===== src/sv/resel_pkg.sv =====
// ----------------------------------------------------------------------------
// resel_pkg: shared types and constants of the rectangle edge snap selector
// Widths, item kinds, stream packing and the stored rectangle record.
// ----------------------------------------------------------------------------
package resel_pkg;

	localparam int MAX_ENTRIES = 10;
	localparam int IDX_W = (MAX_ENTRIES > 1) ? $clog2(MAX_ENTRIES) : 1;
	localparam int CNT_W = $clog2(MAX_ENTRIES + 1);

	localparam int COORD_W = 16;
	localparam int SIZE_W  = 15;
	localparam int DEPTH_W = 8;
	localparam int SNAP_W  = 12;
	localparam int DIST_W  = 17;
	localparam int DIFF_W  = 18;

	localparam logic [SNAP_W-1:0] SNAP_RESET = 12'd10;

	localparam int KIND_W = 2;
	localparam logic [KIND_W-1:0] KIND_CLEAR  = 2'd0;
	localparam logic [KIND_W-1:0] KIND_APPEND = 2'd1;
	localparam logic [KIND_W-1:0] KIND_QUERY  = 2'd2;

	localparam int S_TDATA_W = 104;
	localparam int M_TDATA_W = 72;
	localparam int M_USED_W  = 2 * COORD_W + 2 * SIZE_W + DEPTH_W;

	typedef struct packed {
		logic [DEPTH_W-1:0]        depth;
		logic [SIZE_W-1:0]         height;
		logic [SIZE_W-1:0]         width;
		logic signed [COORD_W-1:0] top;
		logic signed [COORD_W-1:0] left;
	} entry_t;

endpackage


===== src/sv/rectangle_edge_snap_select_core.sv =====
// ----------------------------------------------------------------------------
// rectangle_edge_snap_select_core: rectangle edge snap selector
// Holds a table of rectangles and picks the one a cursor snaps to.
// ----------------------------------------------------------------------------
// Input beats arrive on s_*: tuser is the kind (clear, append, query), tdata
// carries the rectangle for an append and the cursor for a query. Clear and
// append give no output beat. A query scans the stored rectangles through
// one shared distance unit, one entry a cycle, behind a table read register
// and a distance register, and holds s_tready low from its beat until its
// answer is loaded into the output register; the answer beat comes up as
// s_tready returns.
// The answer is one beat on m_*: tuser is the snapped flag, tdata the winning
// box and depth, all zero when nothing snaps. The output register lets the
// next item in while an answer waits; a query that finishes while the old
// answer is still stalled waits for m_tready before it loads.
// cfg_wr_en writes snap_distance from cfg_wr_data; zero is ignored.
// Reset empties the table and sets snap_distance to 10; table contents are
// not cleared, only entries below the fill count are ever read.
// ----------------------------------------------------------------------------
module rectangle_edge_snap_select_core (
	input  logic                              clk,
	input  logic                              arst_n,
	input  logic                              s_tvalid,
	output logic                              s_tready,
	// rect_left, rect_top, rect_width, rect_height, rect_depth, point_x, point_y
	input  logic [resel_pkg::S_TDATA_W-1:0]   s_tdata,
	// kind
	input  logic [resel_pkg::KIND_W-1:0]      s_tuser,
	output logic                              m_tvalid,
	input  logic                              m_tready,
	// snap_left, snap_top, snap_width, snap_height, snap_depth
	output logic [resel_pkg::M_TDATA_W-1:0]   m_tdata,
	// snapped
	output logic                              m_tuser,
	input  logic                              cfg_wr_en,
	input  logic [resel_pkg::SNAP_W-1:0]      cfg_wr_data
);

	localparam logic [1:0] ST_IDLE = 2'd0;
	localparam logic [1:0] ST_SCAN = 2'd1;
	localparam logic [1:0] ST_DONE = 2'd2;

	localparam int PX_LO = 2 * resel_pkg::COORD_W + 2 * resel_pkg::SIZE_W + resel_pkg::DEPTH_W;
	localparam int PY_LO = PX_LO + resel_pkg::COORD_W;

	logic [1:0]                              state_q;
	logic [resel_pkg::CNT_W-1:0]             ent_cnt_q;
	logic [resel_pkg::CNT_W-1:0]             issue_q;
	logic [resel_pkg::SNAP_W-1:0]            snap_q;
	logic signed [resel_pkg::COORD_W-1:0]    px_q;
	logic signed [resel_pkg::COORD_W-1:0]    py_q;
	resel_pkg::entry_t                       tbl_mem [resel_pkg::MAX_ENTRIES];
	resel_pkg::entry_t                       ent_s1;
	resel_pkg::entry_t                       ent_s2;
	logic                                    v_s1;
	logic                                    v_s2;
	logic [resel_pkg::DIST_W-1:0]            dist_s2;
	logic [resel_pkg::DIST_W-1:0]            scan_dist;
	logic                                    found_q;
	logic [resel_pkg::DIST_W-1:0]            best_dist_q;
	resel_pkg::entry_t                       best_q;
	logic                                    m_tvalid_q;
	logic [resel_pkg::M_TDATA_W-1:0]         m_tdata_q;
	logic                                    m_tuser_q;

	resel_pkg::entry_t                       in_ent;
	logic                                    s_fire;
	logic                                    do_append;
	logic                                    issue_more;
	logic                                    take;
	logic                                    out_free;

	assign s_tready = (state_q == ST_IDLE);
	assign s_fire   = s_tvalid && s_tready;
	assign m_tvalid = m_tvalid_q;
	assign m_tdata  = m_tdata_q;
	assign m_tuser  = m_tuser_q;
	assign out_free = !m_tvalid_q || m_tready;

	assign in_ent     = resel_pkg::entry_t'(s_tdata[resel_pkg::M_USED_W-1:0]);
	assign do_append  = s_fire && (s_tuser == resel_pkg::KIND_APPEND) &&
		(ent_cnt_q < resel_pkg::CNT_W'(resel_pkg::MAX_ENTRIES));
	assign issue_more = (state_q == ST_SCAN) && (issue_q < ent_cnt_q);

	assign take = v_s2 && ({{(resel_pkg::DIST_W - resel_pkg::SNAP_W){1'b0}}, snap_q} >= dist_s2) &&
		(!found_q || dist_s2 < best_dist_q ||
		(dist_s2 == best_dist_q && ent_s2.depth > best_q.depth));

	resel_dist u_dist (
		.px       (px_q),
		.py       (py_q),
		.ent      (ent_s1),
		.min_dist (scan_dist)
	);

	// table memory
	always_ff @(posedge clk) begin
		if (do_append) begin
			tbl_mem[ent_cnt_q[resel_pkg::IDX_W-1:0]] <= in_ent;
		end
		if (issue_more) begin
			ent_s1 <= tbl_mem[issue_q[resel_pkg::IDX_W-1:0]];
		end
	end

	// payload
	always_ff @(posedge clk) begin
		if (s_fire) begin
			px_q <= s_tdata[PX_LO +: resel_pkg::COORD_W];
			py_q <= s_tdata[PY_LO +: resel_pkg::COORD_W];
		end
		if (v_s1) begin
			ent_s2  <= ent_s1;
			dist_s2 <= scan_dist;
		end
		if (take) begin
			best_dist_q <= dist_s2;
			best_q      <= ent_s2;
		end
		if (state_q == ST_DONE && out_free) begin
			m_tuser_q <= found_q;
			m_tdata_q <= found_q ?
				resel_pkg::M_TDATA_W'(best_q) : '0;
		end
	end

	// control
	always_ff @(posedge clk or negedge arst_n) begin
		if (!arst_n) begin
			state_q    <= ST_IDLE;
			ent_cnt_q  <= '0;
			issue_q    <= '0;
			snap_q     <= resel_pkg::SNAP_RESET;
			v_s1       <= 1'b0;
			v_s2       <= 1'b0;
			found_q    <= 1'b0;
			m_tvalid_q <= 1'b0;
		end else begin
			if (cfg_wr_en && cfg_wr_data != '0) begin
				snap_q <= cfg_wr_data;
			end
			if (state_q == ST_DONE && out_free) begin
				m_tvalid_q <= 1'b1;
			end else if (m_tready) begin
				m_tvalid_q <= 1'b0;
			end
			v_s1 <= issue_more;
			v_s2 <= v_s1;
			if (take) begin
				found_q <= 1'b1;
			end
			if (do_append) begin
				ent_cnt_q <= ent_cnt_q + 1'b1;
			end
			if (issue_more) begin
				issue_q <= issue_q + 1'b1;
			end
			case (state_q)
				ST_IDLE: begin
					if (s_fire && s_tuser == resel_pkg::KIND_CLEAR) begin
						ent_cnt_q <= '0;
					end
					if (s_fire && s_tuser == resel_pkg::KIND_QUERY) begin
						issue_q <= '0;
						found_q <= 1'b0;
						state_q <= ST_SCAN;
					end
				end
				ST_SCAN: begin
					if (!issue_more && !v_s1 && !v_s2) begin
						state_q <= ST_DONE;
					end
				end
				ST_DONE: begin
					if (out_free) begin
						state_q <= ST_IDLE;
					end
				end
				default: begin
					state_q <= ST_IDLE;
				end
			endcase
		end
	end

	a_cnt_max: assert property (@(posedge clk) disable iff (!arst_n)
		ent_cnt_q <= resel_pkg::CNT_W'(resel_pkg::MAX_ENTRIES))
		else $error("table fill count beyond capacity");

	a_ready_idle_pipe: assert property (@(posedge clk) disable iff (!arst_n)
		s_tready |-> (!v_s1 && !v_s2))
		else $error("scan pipeline busy while taking input");

	a_nosnap_zero: assert property (@(posedge clk) disable iff (!arst_n)
		(m_tvalid && !m_tuser) |-> (m_tdata == '0))
		else $error("unsnapped answer carries a box");

	a_snap_nonzero: assert property (@(posedge clk) disable iff (!arst_n)
		snap_q != '0)
		else $error("snap distance is zero");

	a_query_result: assert property (@(posedge clk) disable iff (!arst_n)
		(state_q == ST_DONE && out_free) |=> (m_tvalid && s_tready))
		else $error("finished query did not present its answer");

endmodule


===== src/sv/resel_dist.sv =====
// ----------------------------------------------------------------------------
// resel_dist: edge distance unit
// Smallest distance from a point to the left, right, top and bottom edge lines of one rectangle,
// zero when the point lies inside the box or on its border.
// ----------------------------------------------------------------------------
module resel_dist (
	input  logic signed [resel_pkg::COORD_W-1:0] px,
	input  logic signed [resel_pkg::COORD_W-1:0] py,
	input  resel_pkg::entry_t                    ent,
	output logic [resel_pkg::DIST_W-1:0]         min_dist
);

	logic signed [resel_pkg::DIFF_W-1:0] px_e;
	logic signed [resel_pkg::DIFF_W-1:0] py_e;
	logic signed [resel_pkg::DIFF_W-1:0] l_e;
	logic signed [resel_pkg::DIFF_W-1:0] t_e;
	logic signed [resel_pkg::DIFF_W-1:0] r_e;
	logic signed [resel_pkg::DIFF_W-1:0] b_e;
	logic signed [resel_pkg::DIFF_W-1:0] dl;
	logic signed [resel_pkg::DIFF_W-1:0] dr;
	logic signed [resel_pkg::DIFF_W-1:0] dt;
	logic signed [resel_pkg::DIFF_W-1:0] db;
	logic [resel_pkg::DIST_W-1:0]        al;
	logic [resel_pkg::DIST_W-1:0]        ar;
	logic [resel_pkg::DIST_W-1:0]        at;
	logic [resel_pkg::DIST_W-1:0]        ab;
	logic [resel_pkg::DIST_W-1:0]        mx;
	logic [resel_pkg::DIST_W-1:0]        my;
	logic                                in_box;

	function automatic logic [resel_pkg::DIST_W-1:0] mag(
		input logic signed [resel_pkg::DIFF_W-1:0] v
	);
		logic signed [resel_pkg::DIFF_W-1:0] n;
		n = -v;
		return v[resel_pkg::DIFF_W-1] ? n[resel_pkg::DIST_W-1:0] : v[resel_pkg::DIST_W-1:0];
	endfunction

	always_comb begin
		px_e = resel_pkg::DIFF_W'(px);
		py_e = resel_pkg::DIFF_W'(py);
		l_e  = resel_pkg::DIFF_W'(ent.left);
		t_e  = resel_pkg::DIFF_W'(ent.top);
		r_e  = l_e + $signed({3'b000, ent.width});
		b_e  = t_e + $signed({3'b000, ent.height});
		dl   = px_e - l_e;
		dr   = px_e - r_e;
		dt   = py_e - t_e;
		db   = py_e - b_e;
		al   = mag(dl);
		ar   = mag(dr);
		at   = mag(dt);
		ab   = mag(db);
		mx   = (al < ar) ? al : ar;
		my   = (at < ab) ? at : ab;
		// on or inside the box: left/top diffs non-negative, right/bottom non-positive
		in_box = !dl[resel_pkg::DIFF_W-1] && (dr[resel_pkg::DIFF_W-1] || dr == '0) &&
			!dt[resel_pkg::DIFF_W-1] && (db[resel_pkg::DIFF_W-1] || db == '0);
		min_dist = in_box ? '0 : ((mx < my) ? mx : my);
	end

endmodule


===== config.mk =====
export PLATFORM = sky130hd
export DESIGN_NAME = rectangle_edge_snap_select_core
export DESIGN_NICKNAME = d
export VERILOG_FILES = /design/src/sv/resel_pkg.sv /design/src/sv/rectangle_edge_snap_select_core.sv /design/src/sv/resel_dist.sv
export SDC_FILE = /design/constraint.sdc
export NUM_CORES = 1
export LEC_CHECK = 0
export BUFFER_PORTS_ARGS = -buffer_cell sky130_fd_sc_hd__clkbuf_2
export CAP_MARGIN = 20
export CORE_AREA = 2 2 296 298
export DETAILED_ROUTE_END_ITERATION = 8
export DIE_AREA = 0 0 298 300
export PLACE_DENSITY = 0.74
export REMOVE_ABC_BUFFERS = 1
export SLEW_MARGIN = 20
export SYNTH_ARGS = -nofsm -noshare
export SYNTH_HDL_FRONTEND = slang
export SYNTH_HIERARCHICAL = 1
export SYNTH_SLANG_ARGS = --single-unit

===== constraint.sdc =====
create_clock -name clk -period 7.1 [get_ports clk]
set_input_delay 0.355 -clock clk [delete_from_list [all_inputs] [get_ports clk]]
set_output_delay 0.355 -clock clk [all_outputs]
set_load 0.05 [all_outputs]

# == Word level (Yosys, flattened, before mapping) ==
# Memories as Yosys holds them, arrays and structs flattened. A register that Yosys moved wholly into a read port is not among the register bits.
# Cells that the tools add are included.
# W data, S select, Z words.
# word_totals
ram_bits,700
out_inout_bits,75
reg_bits,305
mem_count,1
# op_classes
n_reduce_logical,35
muxes,24
addsub,12
magnitude_cmp,8
eq_ne,8
# mem_list
memory,words,width,rd,rd_ports_with_merged_regs,wr,line,source
tbl_mem,10,70,1,1,1,rectangle_edge_snap_select_core.sv:52,resel_pkg::entry_t tbl_mem [resel_pkg::MAX_ENTRIES];
# ops
operator,n
$mux W17,7
$lt A17 B17 Y1,4
$neg A17 Y17,4
$logic_not A18 Y1,2
$sub A16 B17 Y18,2
$add A16 B16 Y17,2
$sub A16 B16 Y17,2
$mux W4,6
$eq A17 B17 Y1,1
$ge A12 B17 Y1,1
$logic_and A1 B1 Y1,16
$reduce_bool A12 Y1,1
$add A4 B1 Y4 const B,2
$gt A8 B8 Y1,1
$logic_not A1 Y1,7
$mux W1,7
$mux W2,3
$pmux W2 S3,1
$logic_or A1 B1 Y1,5
$eq A2 B1 Y1 const B,2
$eq A2 B2 Y1 const B,2
$logic_not A2 Y1,2
$lt A4 B4 Y1,1
$lt A4 B4 Y1 const B,1
4 further kinds,5

# == Depth between registers and ports, before layout ==
# logic_depth
ltp_word,8
mapped_depth,37

# == Hierarchy ==
# Netlist, hierarchy kept.
# by_module_without_submodules
module,area_per_inst_um2,cells_per_inst,n_inst,seq_area_each_um2
rectangle_edge_snap_select_core,39621.8,1859,1,32093.3
resel_dist,8328.0,1156,1,0.0

# == Worst setup path before layout ==
# OpenSTA, ideal clock, no wires.
# synth_timing
path_type,register to register
startpoint,register px_q[0] in the netlist's numbering
endpoint,register dist_s2[13] in the netlist's numbering (data pin)
t_required_ns,6.959
setup_ns,0.141
synth_period_minus_slack_ns,7.420
stages_incl_launch_ff,35
t_arrival_ns,7.280
path_slack_ns,-0.320
path_cell_list,edfxtp_1 fa_1 inv_1 ha_1 nor2_1 fa_1 nor2b_1 o31a_1 o41a_1 nand3b_1 a2111oi_1 o211a_1 o21ai_0 and2_1 ha_1 a21o_1 a21o_1 a21oi_1 a21boi_1 o21ai_0 clkbuf_1 clkbuf_1 nand3_1 a21boi_0 ha_1 a21o_1 a21o_1 a21oi_1 o21ai_0 nand3_1 nand3_1 o31ai_2 clkbuf_1 o211ai_1 a21oi_2
# synth_between
elab_chain_cells,7
elab_cells_between_ends,16
classes_between,add/sub (4); order compare (2); mux (4); reduce/logical (6)
# synth_rtl
element,line,source
start: declaration,rectangle_edge_snap_select_core.sv:50,logic signed [resel_pkg::COORD_W-1:0] px_q;
start signal: assignment,rectangle_edge_snap_select_core.sv:109,px_q <= s_tdata[PX_LO +: resel_pkg::COORD_W];
$sub A16 B17 Y18 or $sub A16 B16 Y17 (tied branches),"resel_dist.sv:47, resel_dist.sv:46",
$neg A17 Y17,resel_dist.sv:35,n = -v;
$mux W17,resel_dist.sv:36,return v[resel_pkg::DIFF_W-1] ? n[resel_pkg::DIST_W-1:0] : v[resel_pkg::DIST_W-1:0];
$lt A17 B17 Y1,resel_dist.sv:54,mx = (al < ar) ? al : ar;
$mux W17,resel_dist.sv:54,
$lt A17 B17 Y1,resel_dist.sv:59,min_dist = in_box ? '0 : ((mx < my) ? mx : my);
$mux W17,resel_dist.sv:59,
end signal: assignment,rectangle_edge_snap_select_core.sv:114,dist_s2 <= scan_dist;
end: declaration,rectangle_edge_snap_select_core.sv:57,logic [resel_pkg::DIST_W-1:0] dist_s2;
# Several ways; a longest one is shown, not always the timed one.
# A chain may end at the register's enable or synchronous reset.

# == Worst setup path after layout ==
# layout_timing
startpoint,"register, netlist name ent_s1[16]"
endpoint,register dist_s2[14] in the netlist's numbering (data pin)
# layout_between
elab_chain_cells,8
elab_cells_between_ends,16
classes_between,add/sub (5); order compare (2); mux (4); reduce/logical (5)
# layout_rtl
element,line,source
$add A16 B16 Y17,resel_dist.sv:45,"b_e = t_e + $signed({3'b000, ent.height});"
$sub A16 B17 Y18,resel_dist.sv:49,db = py_e - b_e;
$neg A17 Y17,resel_dist.sv:35,
$mux W17,resel_dist.sv:36,
$lt A17 B17 Y1,resel_dist.sv:55,my = (at < ab) ? at : ab;
$mux W17,resel_dist.sv:55,
$lt A17 B17 Y1,resel_dist.sv:59,
$mux W17,resel_dist.sv:59,
# Several ways; a longest one is shown, not always the timed one.

==> results.sh <==
export IMPL_ys_seq_area_share_pct=66.9
export IMPL_worst_path_most_repeated_cell="buf_4"
export IMPL_place_inst=4582
export IMPL_die_w_um=298
export IMPL_hold_class="in -> reg"
export IMPL_synth_flop_cell="edfxtp_1"
export IMPL_route_vias_total=29700
export IMPL_worst_slew_pin_transition_ps=1090
export IMPL_htree_levels=3
export IMPL_track_usage_pct=27.0
export IMPL_worstRegToRegCells=37
export IMPL_end_kind="register"
export IMPL_fmax_mhz=133
export IMPL_yosysTopAreaCell="edfxtp_1"
export IMPL_syn_avg_cell_area_um2=15.9
export IMPL_yosysTopAreaCellShare_pct=65.6
export IMPL_critPathKind="reg -> reg"
export IMPL_syn_inst=3015
export IMPL_core_area_um2=86200
export IMPL_io_pins=198
export IMPL_period_needed_ps=7510
export IMPL_async_flop_share_pct=2.42
export IMPL_layout_drive_gt1_share_pct=26.7
export IMPL_yosysWarnings=6
export IMPL_hold_end="tbl_mem[1][8]"
export IMPL_nFillCells=5913
export IMPL_fin_ws_ps=-406
export IMPL_max_slew_margin_rel_pct=27.3
export IMPL_grt_start_max_net_pins=92
export IMPL_place_congestion=0.933
export IMPL_multi_input_comb_area_um2=15300
export IMPL_grt_setup_unrepaired="yes"
export IMPL_violations="negative setup slack"
export IMPL_nNetsFinal=4010
export IMPL_cp_start_kind="register"
export IMPL_regArea_um2=32100
export IMPL_ys_seq_elements=1073
export IMPL_hp_start="s_tdata[8]"
export IMPL_synth_area_leaders="edfxtp_1 (66%), mux4_2 (6.6%), ha_1 (4.4%)"
export IMPL_gr_total_overflow=0
export IMPL_cts_sinks=1073
export IMPL_dpl_hpwl_mm=75.0
export IMPL_r2r_start="ent_s1[16]"
export IMPL_totalWireLength_mm=121
export IMPL_synth_cell_types=97
export IMPL_whs_path_depth=1
export IMPL_rows=108
export IMPL_clk_pin_slew_ps=60
export IMPL_hold_violations=0
export IMPL_grt_pass1_vias=30500
export IMPL_reg2reg_to="dist_s2[14]"
export IMPL_cp_slowest_cell="fa_1"
export IMPL_ant_nets=0
export IMPL_cp_slowest_stage_delay_ps=400
export IMPL_cts_buffers_inserted=104
export IMPL_clkLatencyLatePin_ps=670
export IMPL_required_ps=7600
export IMPL_drtIter0Drc=3111
export IMPL_syn_area_um2=47900
export IMPL_critPathArrivalTime_ps=8000
export IMPL_hold_ws_ps=19.2
export IMPL_grt_pass1_wl_mm=181
export IMPL_maxCapViolations=0
export IMPL_finalClockSkew_ps=33.7
export IMPL_synth_edff_count=1047
export IMPL_synthToLayoutAreaGrowth_pct=20.5
export IMPL_cts_root_buffer="clkbuf_16"
export IMPL_antenna_found_initial=8
export IMPL_cts_tree="yes"
export IMPL_status="complete, but fails checks"
export IMPL_r2r_slack_ps=-410
export IMPL_setup_viol=17
export IMPL_vias_per_cell=6.02
export IMPL_period_share_pct=106
export IMPL_port_buffers=193
export IMPL_layout_cells_non_filler=4922
export IMPL_crit_fanout=10
export IMPL_firstDrtPassIters=6
export IMPL_avgRoutedWirePerCell_um=24.6
export IMPL_drcViolationCount=0
export IMPL_initial_core_util_pct=55.6
export IMPL_slew_violations=0
export IMPL_die_y_um=300
export IMPL_die_area_um2=89400
export IMPL_clock_path_buffers=3
## final cells by class
cell class                 instances  share of cell area [%]
clock buffer                     125                    4.68
antenna                            2                 0.00866
sequential                      1073                    55.6
multi-input combinational       1650                    26.5
clock inverter                    58                   0.935
tap                             1155                    2.50
timing repair buffer             685                    8.72
inverter                         174                    1.13
## placed cells by master, fill, tap and decap left out, types with 19 or more instances in the layout
cell type      count
edfxtp_1        1047
buf_4            364
clkbuf_2         193
inv_1            169
ha_1             160
and2_1           151
mux4_2           140
a21oi_1          137
dlygate4sd3_1    113
clkbuf_16        105
a211oi_1          91
nor2_1            86
mux2i_1           80
nand2_1           74
o21ai_0           54
xnor2_1           53
nand3_1           43
a21o_1            40
xor2_1            39
o211ai_1          35
nor3_1            31
fa_1              30
nand2b_1          24
clkinv_1          23
clkinv_2          21
clkbuf_1          20
o21a_1            19
a21oi_2           19
## what timing repair did
item,in CTS,in global routing
hold buffers,113,0
endpoints found under the setup margin,17,17
pin swaps,36,61
hold endpoints to repair,691,0
gates resized for setup,58,58
setup buffers,18,24
## cells by family (layout without fill, tap and decap cells)
family          Yosys count  count (layout)  synth area share, %
flops                  1073            1073                 66.9
buf+inv                 293            1042                 2.48
fa+ha+maj               199             199                 5.69
simple gates            565             565                 6.57
xor+xnor                 95              95                 1.74
mux                     238             238                 8.66
compound gates          551             551                 7.92
other cells               1               4              0.00782
## state kept, by name, summed over array words and instances, names as in the netlist, 2 cells and up
name	count
best_dist_q	17
px_q	16
snap_q	12
ent_s1	70
tbl_mem	700
ent_cnt_q	4
issue_q	4
ent_s2	70
dist_s2	17
py_q	16
m_tdata	70
state_q	2
best_q	70
## worst max path at each step
| stage | startpoint | to | slack [ps] | cells after the start |
|---|---|---|---|---|
| after floorplan | issue_q[0] | ent_s1[0] | -1980 | 4 |
| after global placement | ent_s1[17] | dist_s2[12] | -570 | 33 |
| after detailed placement | py_q[0] | dist_s2[16] | -650 | 34 |
| after CTS | ent_s1[32] | dist_s2[14] | -280 | 35 |
| after global routing | ent_s1[16] | dist_s2[14] | -680 | 37 |
| final | ent_s1[16] | dist_s2[14] | -410 | 37 |
## synthesized netlist by cell type, types with 7 or more instances
cell type,count
mux2i_1,83
a31oi_1,15
nand3b_1,11
inv_1,174
nand2_1,75
mux4_2,140
or2_2,15
nand2b_1,25
nor2b_1,14
o2111ai_1,10
o21a_1,19
nand4_1,18
a21o_1,40
xor2_1,40
dfrtp_1,24
fa_1,32
a21boi_0,8
nor4_1,14
a21oi_1,147
a21oi_2,11
a211oi_1,93
o21ai_0,64
clkbuf_1,77
or4_1,7
buf_2,25
o211ai_1,35
xnor2_1,55
nor3_1,32
ha_1,167
and3_1,20
o41ai_1,8
buf_1,7
nand3_1,45
mux2_2,14
edfxtp_1,1047
o31ai_1,12
nor2_1,90
or3_1,14
a211o_1,8
and2_1,156
## layer usage
layer / GRT usage, % / wire length [µm] / vias up
met5: 0 / 38 / -
met2: 45.4 / 59900 / 1210
met1: 36.9 / 49600 / 15100
li1: - / - / 13100
met3: 3.82 / 8310 / 241
met4: 8.48 / 3400 / 6
## through the flow
stage	cell area, µm²	util (%)	TNS (ps)	worst slack, ps
detailed placement	52500	60.9	-9670	-648
global route	57800	67.0	-9820	-676
floorplan	47400	-	-293720	-1980
global placement	52500	60.9	-8740	-574
finish	57800	67.0	-4920	-406
CTS	57300	66.4	-2410	-282
## critical path: cells and delay by family (launching register included)
kind | cells | cell delay [ps]
compound gates | 14 | 2860
buf+inv | 11 | 1540
simple gates | 8 | 1430
fa+ha+maj | 4 | 1140
flops | 1 | 370
Power is not shown: default switching activity piles up to over one toggle a cycle in this logic, so the estimate is an artifact.
